<file path="config.mk">
export PLATFORM = sky130hd
export DESIGN_NAME = morse_audio_decoder
export DESIGN_NICKNAME = d
export VERILOG_FILES = /design/src/hdl/mad_pkg.sv /design/src/hdl/mad_front.sv /design/src/hdl/mad_queue.sv /design/src/hdl/mad_back.sv /design/src/hdl/morse_audio_decoder.sv
export SDC_FILE = /design/constraint.sdc
export NUM_CORES = 1
export LEC_CHECK = 0
export BUFFER_PORTS_ARGS = -buffer_cell sky130_fd_sc_hd__buf_2
export CAP_MARGIN = 5
export CORE_MARGIN = 4
export CORE_UTILIZATION = 60
export DETAILED_ROUTE_END_ITERATION = 10
export PLACE_DENSITY = 0.78
export SLEW_MARGIN = 30
export SYNTH_ARGS = -nofsm -noshare
export SYNTH_HDL_FRONTEND = slang
export SYNTH_SLANG_ARGS = --single-unit
</file>
<file path="constraint.sdc">
create_clock -name clk -period 7.6 [get_ports clk]
set_clock_uncertainty 0.05 [all_clocks]
set_input_delay 1.52 -clock clk [delete_from_list [all_inputs] [get_ports clk]]
set_output_delay 1.52 -clock clk [all_outputs]
set_load 0.02 [all_outputs]
</file>
<file path="src/hdl/mad_pkg.sv">
package mad_pkg;

  localparam int unsigned CFG_INDEX_W = 3;
  localparam int unsigned CFG_DATA_W  = 16;

  localparam logic [CFG_INDEX_W-1:0] REG_THRESHOLD   = 3'd0;
  localparam logic [CFG_INDEX_W-1:0] REG_WINDOW      = 3'd1;
  localparam logic [CFG_INDEX_W-1:0] REG_DOT_MAX     = 3'd2;
  localparam logic [CFG_INDEX_W-1:0] REG_LETTER_GAP  = 3'd3;
  localparam logic [CFG_INDEX_W-1:0] REG_WORD_GAP    = 3'd4;

  localparam logic [11:0] THRESHOLD_RESET  = 12'd2000;
  localparam logic [15:0] WINDOW_RESET     = 16'd1000;
  localparam logic [7:0]  DOT_MAX_RESET    = 8'd10;
  localparam logic [7:0]  LETTER_GAP_RESET = 8'd18;
  localparam logic [7:0]  WORD_GAP_RESET   = 8'd38;

  localparam int unsigned MAX_CODE_LEN  = 7;
  localparam int unsigned TABLE_ENTRIES = 36;
  localparam logic [7:0]  RUN_MAX       = 8'd255;
  localparam logic [2:0]  LEN_MAX       = 3'd7;

  localparam logic [6:0] CHAR_UNKNOWN = 7'h3F;  // '?'
  localparam logic [6:0] CHAR_WORD    = 7'h5F;  // '_'

  // Completed letter handed from the front end to the output side.
  typedef struct packed {
    logic [6:0] code_bits;
    logic [2:0] code_length;
    logic       word_break;
  } event_t;

  typedef struct packed {
    logic [2:0] len;
    logic [4:0] bits;
    logic [6:0] ch;
  } sym_entry_t;

  localparam sym_entry_t SYM_TABLE [TABLE_ENTRIES] = '{
    '{3'd2, 5'd1,  7'h61}, '{3'd4, 5'd8,  7'h62}, '{3'd4, 5'd10, 7'h63},
    '{3'd3, 5'd4,  7'h64}, '{3'd1, 5'd0,  7'h65}, '{3'd4, 5'd2,  7'h66},
    '{3'd3, 5'd6,  7'h67}, '{3'd4, 5'd0,  7'h68}, '{3'd2, 5'd0,  7'h69},
    '{3'd4, 5'd7,  7'h6A}, '{3'd3, 5'd5,  7'h6B}, '{3'd4, 5'd4,  7'h6C},
    '{3'd2, 5'd3,  7'h6D}, '{3'd2, 5'd2,  7'h6E}, '{3'd3, 5'd7,  7'h6F},
    '{3'd4, 5'd6,  7'h70}, '{3'd4, 5'd13, 7'h71}, '{3'd3, 5'd2,  7'h72},
    '{3'd3, 5'd0,  7'h73}, '{3'd1, 5'd1,  7'h74}, '{3'd3, 5'd1,  7'h75},
    '{3'd4, 5'd1,  7'h76}, '{3'd3, 5'd3,  7'h77}, '{3'd4, 5'd9,  7'h78},
    '{3'd4, 5'd11, 7'h79}, '{3'd4, 5'd12, 7'h7A}, '{3'd5, 5'd31, 7'h30},
    '{3'd5, 5'd15, 7'h31}, '{3'd5, 5'd7,  7'h32}, '{3'd5, 5'd3,  7'h33},
    '{3'd5, 5'd1,  7'h34}, '{3'd5, 5'd0,  7'h35}, '{3'd5, 5'd16, 7'h36},
    '{3'd5, 5'd24, 7'h37}, '{3'd5, 5'd28, 7'h38}, '{3'd5, 5'd30, 7'h39}
  };

  // Entries are unique, so the matches are independent compares OR-ed together.
  function automatic logic [6:0] lookup_char(input logic [2:0] len, input logic [6:0] bits);
    logic [6:0] ch;
    ch = CHAR_UNKNOWN;
    for (int i = 0; i < TABLE_ENTRIES; i++) begin
      if (SYM_TABLE[i].len == len && {2'b00, SYM_TABLE[i].bits} == bits) begin
        ch = SYM_TABLE[i].ch;
      end
    end
    return ch;
  endfunction

endpackage

</file>
<file path="src/hdl/mad_front.sv">
module mad_front (
  input  logic                           clk,
  input  logic                           rst,
  input  logic                           cfg_write,
  input  logic [mad_pkg::CFG_INDEX_W-1:0] cfg_index,
  input  logic [mad_pkg::CFG_DATA_W-1:0]  cfg_data,
  input  logic                           sample_valid,
  input  logic [11:0]                    sample,
  output logic                           sample_stall,
  input  logic                           queue_full,
  output logic                           push,
  output mad_pkg::event_t                push_event
);

  logic [11:0] threshold;
  logic [15:0] window_samples;
  logic [7:0]  dot_max_windows;
  logic [7:0]  letter_gap_windows;
  logic [7:0]  word_gap_windows;

  logic [15:0] window_count;
  logic [11:0] window_peak;
  logic        tone_on;
  logic [7:0]  run_windows;
  logic        gap_valid;
  logic [6:0]  code_bits;
  logic [2:0]  code_length;

  logic        tone_on_next;
  logic [7:0]  run_windows_next;
  logic        gap_valid_next;
  logic [6:0]  code_bits_next;
  logic [2:0]  code_length_next;

  logic        accept;
  logic [11:0] peak;
  logic [16:0] count_inc;
  logic        window_end;
  logic [7:0]  run_inc;
  logic        emit;
  logic        dash;

  always_ff @(posedge clk) begin
    if (rst) begin
      threshold          <= mad_pkg::THRESHOLD_RESET;
      window_samples     <= mad_pkg::WINDOW_RESET;
      dot_max_windows    <= mad_pkg::DOT_MAX_RESET;
      letter_gap_windows <= mad_pkg::LETTER_GAP_RESET;
      word_gap_windows   <= mad_pkg::WORD_GAP_RESET;
    end else if (cfg_write) begin
      unique case (cfg_index)
        mad_pkg::REG_THRESHOLD:  threshold          <= cfg_data[11:0];
        mad_pkg::REG_WINDOW:     window_samples     <= cfg_data;
        mad_pkg::REG_DOT_MAX:    dot_max_windows    <= cfg_data[7:0];
        mad_pkg::REG_LETTER_GAP: letter_gap_windows <= cfg_data[7:0];
        mad_pkg::REG_WORD_GAP:   word_gap_windows   <= cfg_data[7:0];
        default: ;
      endcase
    end
  end

  assign sample_stall = queue_full;
  assign accept       = sample_valid && !queue_full;

  assign peak       = (sample > window_peak) ? sample : window_peak;
  assign count_inc  = {1'b0, window_count} + 17'd1;
  // zero in window_samples behaves as one
  assign window_end = count_inc >= {1'b0, window_samples};
  assign run_inc    = ((tone_on || gap_valid) && run_windows != mad_pkg::RUN_MAX) ?
                      run_windows + 8'd1 : run_windows;
  assign dash       = !(run_inc < dot_max_windows);

  always_comb begin
    tone_on_next     = tone_on;
    run_windows_next = run_windows;
    gap_valid_next   = gap_valid;
    code_bits_next   = code_bits;
    code_length_next = code_length;
    emit             = 1'b0;
    if (window_end) begin
      run_windows_next = run_inc;
      if (peak > threshold && !tone_on) begin
        emit = gap_valid && (run_inc > letter_gap_windows);
        if (emit) begin
          code_bits_next   = '0;
          code_length_next = '0;
        end
        gap_valid_next   = 1'b0;
        tone_on_next     = 1'b1;
        run_windows_next = '0;
      end else if (peak < threshold && tone_on) begin
        // symbols past the storage limit are neither stored nor counted; the length holds at its maximum
        if (code_length < 3'(mad_pkg::MAX_CODE_LEN)) begin
          code_bits_next = {code_bits[5:0], dash};
        end
        if (code_length != mad_pkg::LEN_MAX) begin
          code_length_next = code_length + 3'd1;
        end
        tone_on_next     = 1'b0;
        gap_valid_next   = 1'b1;
        run_windows_next = '0;
      end
    end
  end

  assign push                  = accept && emit;
  assign push_event.code_bits   = code_bits;
  assign push_event.code_length = code_length;
  assign push_event.word_break  = run_inc > word_gap_windows;

  always_ff @(posedge clk) begin
    if (rst) begin
      window_count <= '0;
      window_peak  <= '0;
      tone_on      <= 1'b0;
      run_windows  <= '0;
      gap_valid    <= 1'b0;
      code_bits    <= '0;
      code_length  <= '0;
    end else if (accept) begin
      window_count <= window_end ? 16'd0 : count_inc[15:0];
      window_peak  <= window_end ? 12'd0 : peak;
      tone_on      <= tone_on_next;
      run_windows  <= run_windows_next;
      gap_valid    <= gap_valid_next;
      code_bits    <= code_bits_next;
      code_length  <= code_length_next;
    end
  end

endmodule

</file>
<file path="src/hdl/mad_queue.sv">
module mad_queue #(
  parameter int unsigned DEPTH = 4
) (
  input  logic            clk,
  input  logic            rst,
  input  logic            push,
  input  mad_pkg::event_t push_data,
  output logic            full,
  input  logic            pop,
  output mad_pkg::event_t pop_data,
  output logic            not_empty
);

  localparam int unsigned PTR_W = (DEPTH > 1) ? $clog2(DEPTH) : 1;
  localparam int unsigned CNT_W = $clog2(DEPTH + 1);
  localparam logic [PTR_W-1:0] PTR_LAST = PTR_W'(DEPTH - 1);
  localparam logic [CNT_W-1:0] CNT_FULL = CNT_W'(DEPTH);

  mad_pkg::event_t entries [DEPTH];
  logic [PTR_W-1:0] wr_ptr;
  logic [PTR_W-1:0] rd_ptr;
  logic [CNT_W-1:0] count;

  assign full      = count == CNT_FULL;
  assign not_empty = count != '0;
  assign pop_data  = entries[rd_ptr];

  always_ff @(posedge clk) begin
    if (push) begin
      entries[wr_ptr] <= push_data;
    end
  end

  always_ff @(posedge clk) begin
    if (rst) begin
      wr_ptr <= '0;
      rd_ptr <= '0;
      count  <= '0;
    end else begin
      if (push) begin
        wr_ptr <= (wr_ptr == PTR_LAST) ? '0 : wr_ptr + PTR_W'(1);
      end
      if (pop) begin
        rd_ptr <= (rd_ptr == PTR_LAST) ? '0 : rd_ptr + PTR_W'(1);
      end
      if (push && !pop) begin
        count <= count + CNT_W'(1);
      end else if (pop && !push) begin
        count <= count - CNT_W'(1);
      end
    end
  end

endmodule

</file>
<file path="src/hdl/mad_back.sv">
module mad_back (
  input  logic            clk,
  input  logic            rst,
  input  logic            queue_valid,
  input  mad_pkg::event_t queue_event,
  output logic            pop,
  output logic            char_valid,
  input  logic            char_stall,
  output logic [6:0]      character,
  output logic            last
);

  logic word_pending;
  logic load;

  // output register is free when empty or being transferred this cycle
  assign load = !char_valid || !char_stall;
  assign pop  = load && !word_pending && queue_valid;

  always_ff @(posedge clk) begin
    if (rst) begin
      char_valid   <= 1'b0;
      word_pending <= 1'b0;
    end else if (load) begin
      if (word_pending) begin
        char_valid   <= 1'b1;
        word_pending <= 1'b0;
      end else begin
        char_valid   <= queue_valid;
        word_pending <= queue_valid && queue_event.word_break;
      end
    end
  end

  always_ff @(posedge clk) begin
    if (load) begin
      if (word_pending) begin
        character <= mad_pkg::CHAR_WORD;
        last      <= 1'b1;
      end else begin
        character <= mad_pkg::lookup_char(queue_event.code_length, queue_event.code_bits);
        last      <= !queue_event.word_break;
      end
    end
  end

endmodule

</file>
<file path="src/hdl/morse_audio_decoder.sv">
// channel   dir  handshake                  payload
// sample    in   sample_valid/sample_stall  sample[11:0]
// char      out  char_valid/char_stall      character[6:0], last
// cfg       in   cfg_write                  cfg_index[2:0], cfg_data[15:0]
//
// A sample per cycle unless stalled; front end counts windows and tone state in one step.
// A letter gives one character; with a word break a '_' follows it, with last set.
// sample_stall rises only while the letter queue (QUEUE_DEPTH entries) is full.
// Synchronous reset loads register defaults and clears control state; no clearing pass.
module morse_audio_decoder #(
  parameter int unsigned QUEUE_DEPTH = 4
) (
  input  logic                            clk,
  input  logic                            rst,
  input  logic                            cfg_write,
  input  logic [mad_pkg::CFG_INDEX_W-1:0] cfg_index,
  input  logic [mad_pkg::CFG_DATA_W-1:0]  cfg_data,
  input  logic                            sample_valid,
  output logic                            sample_stall,
  input  logic [11:0]                     sample,
  output logic                            char_valid,
  input  logic                            char_stall,
  output logic [6:0]                      character,
  output logic                            last
);

  logic            push;
  mad_pkg::event_t push_event;
  logic            queue_full;
  logic            pop;
  mad_pkg::event_t pop_event;
  logic            queue_valid;

  mad_front u_front (
    .clk          (clk),
    .rst          (rst),
    .cfg_write    (cfg_write),
    .cfg_index    (cfg_index),
    .cfg_data     (cfg_data),
    .sample_valid (sample_valid),
    .sample       (sample),
    .sample_stall (sample_stall),
    .queue_full   (queue_full),
    .push         (push),
    .push_event   (push_event)
  );

  mad_queue #(
    .DEPTH (QUEUE_DEPTH)
  ) u_queue (
    .clk       (clk),
    .rst       (rst),
    .push      (push),
    .push_data (push_event),
    .full      (queue_full),
    .pop       (pop),
    .pop_data  (pop_event),
    .not_empty (queue_valid)
  );

  mad_back u_back (
    .clk         (clk),
    .rst         (rst),
    .queue_valid (queue_valid),
    .queue_event (pop_event),
    .pop         (pop),
    .char_valid  (char_valid),
    .char_stall  (char_stall),
    .character   (character),
    .last        (last)
  );

endmodule

</file>
==> results of run 1 <==
==> critical path, delay by kind of cell <==
family / cells / cell delay, ns
AO/OA/AOI/OAI: 8 / 2.33
AND/OR/NAND/NOR: 6 / 1.47
adder cells (fa/ha/maj): 4 / 1.08
XOR/XNOR: 1 / 0.18
buffers and inverters: 2 / 0.17
==> routing by layer <==
metal  global-route usage  wire length (microns)  vias to the layer above
met5                    0                      0                        -
met4               0.0712                    327                        0
met3               0.0485                   1110                       30
met2                0.390                   9800                      211
met1                0.313                   9080                     3537
li1                     -                      -                     3709
==> metrics by stage <==
stage | total power, uW | worst slack, ns | cell area, sq um | util | instances
global placement | 1420 | 0.961 | 9500 | 0.627 | 1200
detailed placement | 1430 | 0.773 | 9510 | 0.628 | 1200
finish | 2200 | 1.17 | 10000 | 0.664 | 1232
floorplan | 1320 | 1.79 | 9220 | - | 1012
global route | 2310 | 0.759 | 10000 | 0.664 | 1232
CTS | 2210 | 1.20 | 10000 | 0.663 | 1232
==> worst max path at each step <==
stage	endpoint	startpoint	depth (start not counted)	slack, ns
floorplan	u_queue.count[2]	sample[6]	21	1.79
global placement	u_queue.count[2]	sample[1]	21	0.96
detailed placement	u_queue.count[2]	sample[1]	21	0.77
CTS	u_queue.count[2]	sample[1]	21	1.20
global route	u_queue.count[2]	sample[1]	21	0.76
finish	u_queue.count[2]	sample[1]	21	1.17
==> power groups by stage <==
stage          sequential (uW)  clock (uW)  combinational (uW)
2_1_floorplan             1000           0                 321
3_3_place_gp              1010           0                 407
3_5_place_dp              1010           0                 415
4_1_cts                    994         791                 421
5_1_grt                   1000         833                 472
6_report                   993         779                 424
==> registers in the layout, summed over array words and instances, names as in the netlist, 3 cells and up, named ones only <==
signal and cells:
u_back.character 7, u_front.code_bits 7, u_front.code_length 3, u_front.dot_max_windows 8, u_front.letter_gap_windows 8, u_front.run_windows 8, u_front.threshold 12, u_front.window_count 16
u_front.window_peak 12, u_front.window_samples 16, u_front.word_gap_windows 8, u_queue.count 3, u_queue.entries 44
==> cell usage in the layout (no fill, tap or decap), drive strengths merged, types with 22 or more instances in the layout <==
master and instances:
nand4 23, dfxtp 111, nand2 133, o21ai 38, nor3 22, buf 49
ha 73, nor2 54, nand3 31, edfxtp 52, inv 84, a21oi 85
==> cell type report <==
| cell class | count | area (sq um) |
|---|---|---|
| fillers | 1233 | 5100 |
| well taps | 188 | 235 |
| repair buffers | 49 | 262 |
| clock buffers | 17 | 425 |
| inverters | 80 | 300 |
| flip-flops and latches | 163 | 3780 |
| clock inverters | 15 | 110 |
| multi-input cells | 720 | 4930 |
==> cells by family after synthesis <==
kind of cell,synth area share
flip-flops,0.411
buffers and inverters,0.0550
adder cells (fa/ha/maj),0.101
multiplexers,0.0424
XOR/XNOR,0.0247
AND/OR/NAND/NOR,0.188
AO/OA/AOI/OAI,0.179
==> impl_metrics.json, run 1 <==
{
  "status": "complete, no violations",
  "cp_data_required_time_ns": 7.90,
  "seqPwrFrac": 0.452,
  "synth_area_leaders": "dfxtp_1 24%, edfxtp_1 17%, ha_1 9.9%, nand2_1 5.4%, a21oi_1 4.6%",
  "antenna_found_initial": 0,
  "synth_seq_cells": 163,
  "routed_wl_mm": 20.3,
  "finalSetupTns_ns": 0,
  "track_usage": 0.236,
  "firstDrtPassIters": 5,
  "cts_root_buffer": "clkbuf_16",
  "route.detailed.drc": 0,
  "maxSlewViolCount": 0,
  "cts.sinks": 163,
  "holdPathStages": 2,
  "slowest_stage": "o21ai_1",
  "syn_avg_cell_area_sq_um": 9.11,
  "crit_path_frequent_cell": "o21a_1",
  "die_h_microns": 132,
  "synth-main-ff-cell": "dfxtp_1",
  "rrSetupSlack_ns": 1.96,
  "synth_most_common_cell": "nand2_1",
  "io_buffer_count": 45,
  "dieArea_sq_um": 17400,
  "vias": 7487,
  "fin_crit_sh": 0.846,
  "htree_levels": 4,
  "cap_violations": 0,
  "r2r-end": "u_queue.count[2]",
  "synth_commonest_cells": "133 x nand2_1, 111 x dfxtp_1, 84 x a21oi_1",
  "yosys_warnings": 0,
  "maxSlewHeadroom": 0.314,
  "holdPathEnd": "u_front.window_samples[13]",
  "p_int_uw": 1540,
  "fin_crit_ns": 6.43,
  "power.leakage_uw": 0.00405,
  "rsz0062_at_grt": "no",
  "syn-cell-area_sq_um": 9220,
  "num_rows": 45,
  "num_antenna_cells": 0,
  "cts_made_buffers": 17,
  "ant_nets": 0,
  "vdd_ir_drop_max_mv": 0.158,
  "crit_chain": "buf_2 -> ha_1 -> nor2b_1 -> o21a_1 -> o21a_1 -> o21ai_1 -> and2_1 -> a311o_1 -> ha_1 -> nand2_1 -> o21a_1 -> o221ai_1 -> o21a_1 -> nand2_1 -> nor2_1 -> ha_1 -> inv_1 -> fa_1 -> xor2_1 -> or3_1 -> a21oi_1",
  "timing.rr.start": "u_front.window_peak[1]",
  "yosysUniqueCellTypes": 80,
  "drive_above_1_share": 0.103,
  "fp.coreArea_sq_um": 15100,
  "synth_edf_count": 52,
  "grt_pass1_vias": 7096,
  "holdWs_ns": 0.405,
  "min_from": "u_front.window_samples[13]",
  "ys_seq_area_frac": 0.411,
  "netSwitchingFraction": 0.301,
  "drtIter0Drc": 430,
  "syn_inst": 1012,
  "synth-async-reset-ratio": 0,
  "clock_path_buffers": 2,
  "start_util": 0.608,
  "tightest_slew_ns": 1.02,
  "max_freq_mhz": 155,
  "critPathCaptureType": "flop",
  "switching_power_uw": 660,
  "p_clk_frac": 0.355,
  "cts_tree": "built",
  "path_max_fanout": 13,
  "nets": 1141,
  "clk_latency_ns": 0.43,
  "postCtsSetupBuffers": 0,
  "reg2regPathDepth": 21,
  "dp_hpwl_mm": 14.0,
  "crit_type": "primary input to flop",
  "critPathArrivalTime_ns": 6.74,
  "gp_congestion": 0.889,
  "wire_per_inst_microns": 16.5,
  "overflow": 0,
  "grt_max_degree": 106,
  "syn_to_final_growth_pct": 9.06,
  "die_width_microns": 132,
  "max_stage_delay_ns": 0.63,
  "syn-num-nets": 1122,
  "setup_viol": 0,
  "holdBufCountCts": 0,
  "yosysTopAreaCellShare": 0.241,
  "hold_viol": 0,
  "clk_pin_slew_ns": 0.07,
  "viasPerCell": 6.08,
  "p_comb_frac": 0.193,
  "synth_area_leader_cell": "dfxtp_1",
  "startpoint_type": "primary input",
  "hold_path.class": "flop to flop",
  "post_cts_resized": 0,
  "ios": 46,
  "grt_pass1_wl_mm": 33.9,
  "power-per-cell-area_nw_per_um2": 219
}
(Power assumes the default switching activity.)
==> run 2: changes to the inputs <==
==> constraint.sdc (replaced) <==
create_clock -name clk -period 6.3 [get_ports clk]
set_clock_uncertainty 0.05 [all_clocks]
set_input_delay 1.26 -clock clk [delete_from_list [all_inputs] [get_ports clk]]
set_output_delay 1.26 -clock clk [all_outputs]
set_load 0.02 [all_outputs]
==> run 2 against run 1 <==
Total power grew 23%. Design area grew 0.74%. Utilization grew 0.49 points. Via count decreased by 1.6%. Wire length down 2.8%. Sequential share of layout area down 0.27 points. Flip-flop and latch count unchanged. Sequential power grew 21%. Count of clock-buffer cells in the layout increased by 1. Clock power up 28%. Largest power group unchanged.
==> impl_metrics.json, run 2 (synthesis results as in run 1) <==
{
  "switching_power_uw": 778,
  "grt_max_degree": 100,
  "clock_path_buffers": 2,
  "grt_pass1_vias": 6924,
  "wire_per_inst_microns": 16.0,
  "tightest_slew_ns": 0.950,
  "vias": 7370,
  "die_h_microns": 132,
  "syn_to_final_growth_pct": 9.86,
  "rsz0062_at_grt": "no",
  "p_clk_frac": 0.368,
  "grt_pass1_wl_mm": 33.2,
  "antenna_found_initial": 0,
  "overflow": 0,
  "postCtsSetupBuffers": 0,
  "cap_violations": 0,
  "finalSetupTns_ns": 0,
  "vdd_ir_drop_max_mv": 0.232,
  "post_cts_resized": 0,
  "maxSlewViolCount": 0,
  "regMostFlops": "u_queue.entries",
  "route.detailed.drc": 0,
  "final_common_cell": "nand2_1",
  "final_util": 0.668,
  "die_width_microns": 132,
  "cts_root_buffer": "clkbuf_16",
  "p_int_uw": 1930,
  "setup_viol": 0,
  "power.leakage_uw": 0.00409,
  "max_freq_mhz": 182,
  "nets": 1147,
  "firstDrtPassIters": 5,
  "startpoint_type": "primary input",
  "hold_path.class": "flop to flop",
  "fin_crit_sh": 0.873,
  "num_antenna_cells": 0,
  "largest_reg_flops": 44,
  "viasPerCell": 5.95,
  "critPathCaptureType": "flop",
  "cts_made_buffers": 17,
  "crit_type": "primary input to flop",
  "htree_levels": 4,
  "power-per-cell-area_nw_per_um2": 268,
  "critPathArrivalTime_ns": 5.80,
  "most-common-layout-cells": "133 x nand2_1, 111 x dfxtp_1, 84 x a21oi_1, 78 x inv_1, 73 x ha_1",
  "holdWs_ns": 0.404,
  "cts_tree": "built",
  "path_max_fanout": 16,
  "drive_above_1_share": 0.106,
  "gp_congestion": 0.908,
  "clk_latency_ns": 0.42,
  "cp_data_required_time_ns": 6.60,
  "seqPwrFrac": 0.442,
  "stdcell_count": 1238,
  "maxSlewHeadroom": 0.362,
  "hold_viol": 0,
  "start_util": 0.608,
  "drtIter0Drc": 443,
  "netSwitchingFraction": 0.287,
  "routed_wl_mm": 19.8,
  "ios": 46,
  "holdBufCountCts": 0,
  "io_buffer_count": 45,
  "reg_top3": "u_queue.entries (44), u_front.window_count (16), u_front.window_samples (16)",
  "cts.sinks": 163,
  "num_rows": 45,
  "dieArea_sq_um": 17400,
  "dp_hpwl_mm": 14.1,
  "ant_nets": 0,
  "fin_crit_ns": 5.50,
  "fp.coreArea_sq_um": 15100,
  "status": "complete, no violations",
  "track_usage": 0.230,
  "p_comb_frac": 0.190,
  "dp_cells": 1206,
  "clk_pin_slew_ns": 0.06
}
[run 2: worst paths after layout]
| path | cells after the start | slack [ns] | startpoint | endpoint |
|---|---|---|---|---|
| max | 20 | 0.80 | sample[5] | u_queue.count[2] |
| min | 2 | 0.40 | u_front.window_samples[13] | u_front.window_samples[13] |
| max reg2reg | 20 | 1.31 | u_front.window_peak[5] | u_queue.count[2] |
| min reg2reg | 2 | 0.40 | u_front.window_samples[13] | u_front.window_samples[13] |
[run 2: cell type report]
type / instances / area, sq um
multi-input combinational: 720 / 4930
clock inverter: 14 / 139
timing repair buffer: 55 / 307
fill: 1191 / 5020
tap: 188 / 235
clock buffer: 18 / 429
inverter: 80 / 300
sequential: 163 / 3780
[run 2: power by group through the flow]
stage | logic, uW | registers, uW | clock network, uW
4_1_cts | 512 | 1200 | 1010
6_report | 514 | 1200 | 996
5_1_grt | 572 | 1210 | 1060
3_5_place_dp | 506 | 1220 | 0
2_1_floorplan | 387 | 1210 | 0
3_3_place_gp | 496 | 1220 | 0
[run 2: per-stage QoR]
stage	power, uW	setup WS [ns]	instance area (sq um)
after detailed placement	1730	0.418	9550
after floorplan	1600	0.752	9220
final	2710	0.801	10100
after global routing	2840	0.512	10100
after global placement	1720	0.481	9550
after CTS	2720	0.862	10100
[run 2: worst max-delay path, stage by stage]
cell and delay, ns:
buf_2 0.11, ha_1 0.32, nand4_1 0.09, or4_1 0.77, nand2_1 0.20, o22ai_1 0.10, a311o_1 0.32, ha_1 0.31
a21oi_1 0.07, o21a_1 0.18, o221ai_1 0.33, o21a_1 0.21, nand2_1 0.10, nor2_1 0.18, ha_1 0.21, inv_1 0.06
fa_1 0.37, xor2_1 0.17, or3_1 0.30, a21oi_1 0.13
[run 2: metal layers]
layer  vias to the layer above  share of wire  track usage
met5                         -              0            0
met4                         0          0.022       0.0852
met3                        36          0.042       0.0424
met2                       171           0.47        0.373
met1                      3434           0.46        0.307
li1                       3729              -            -
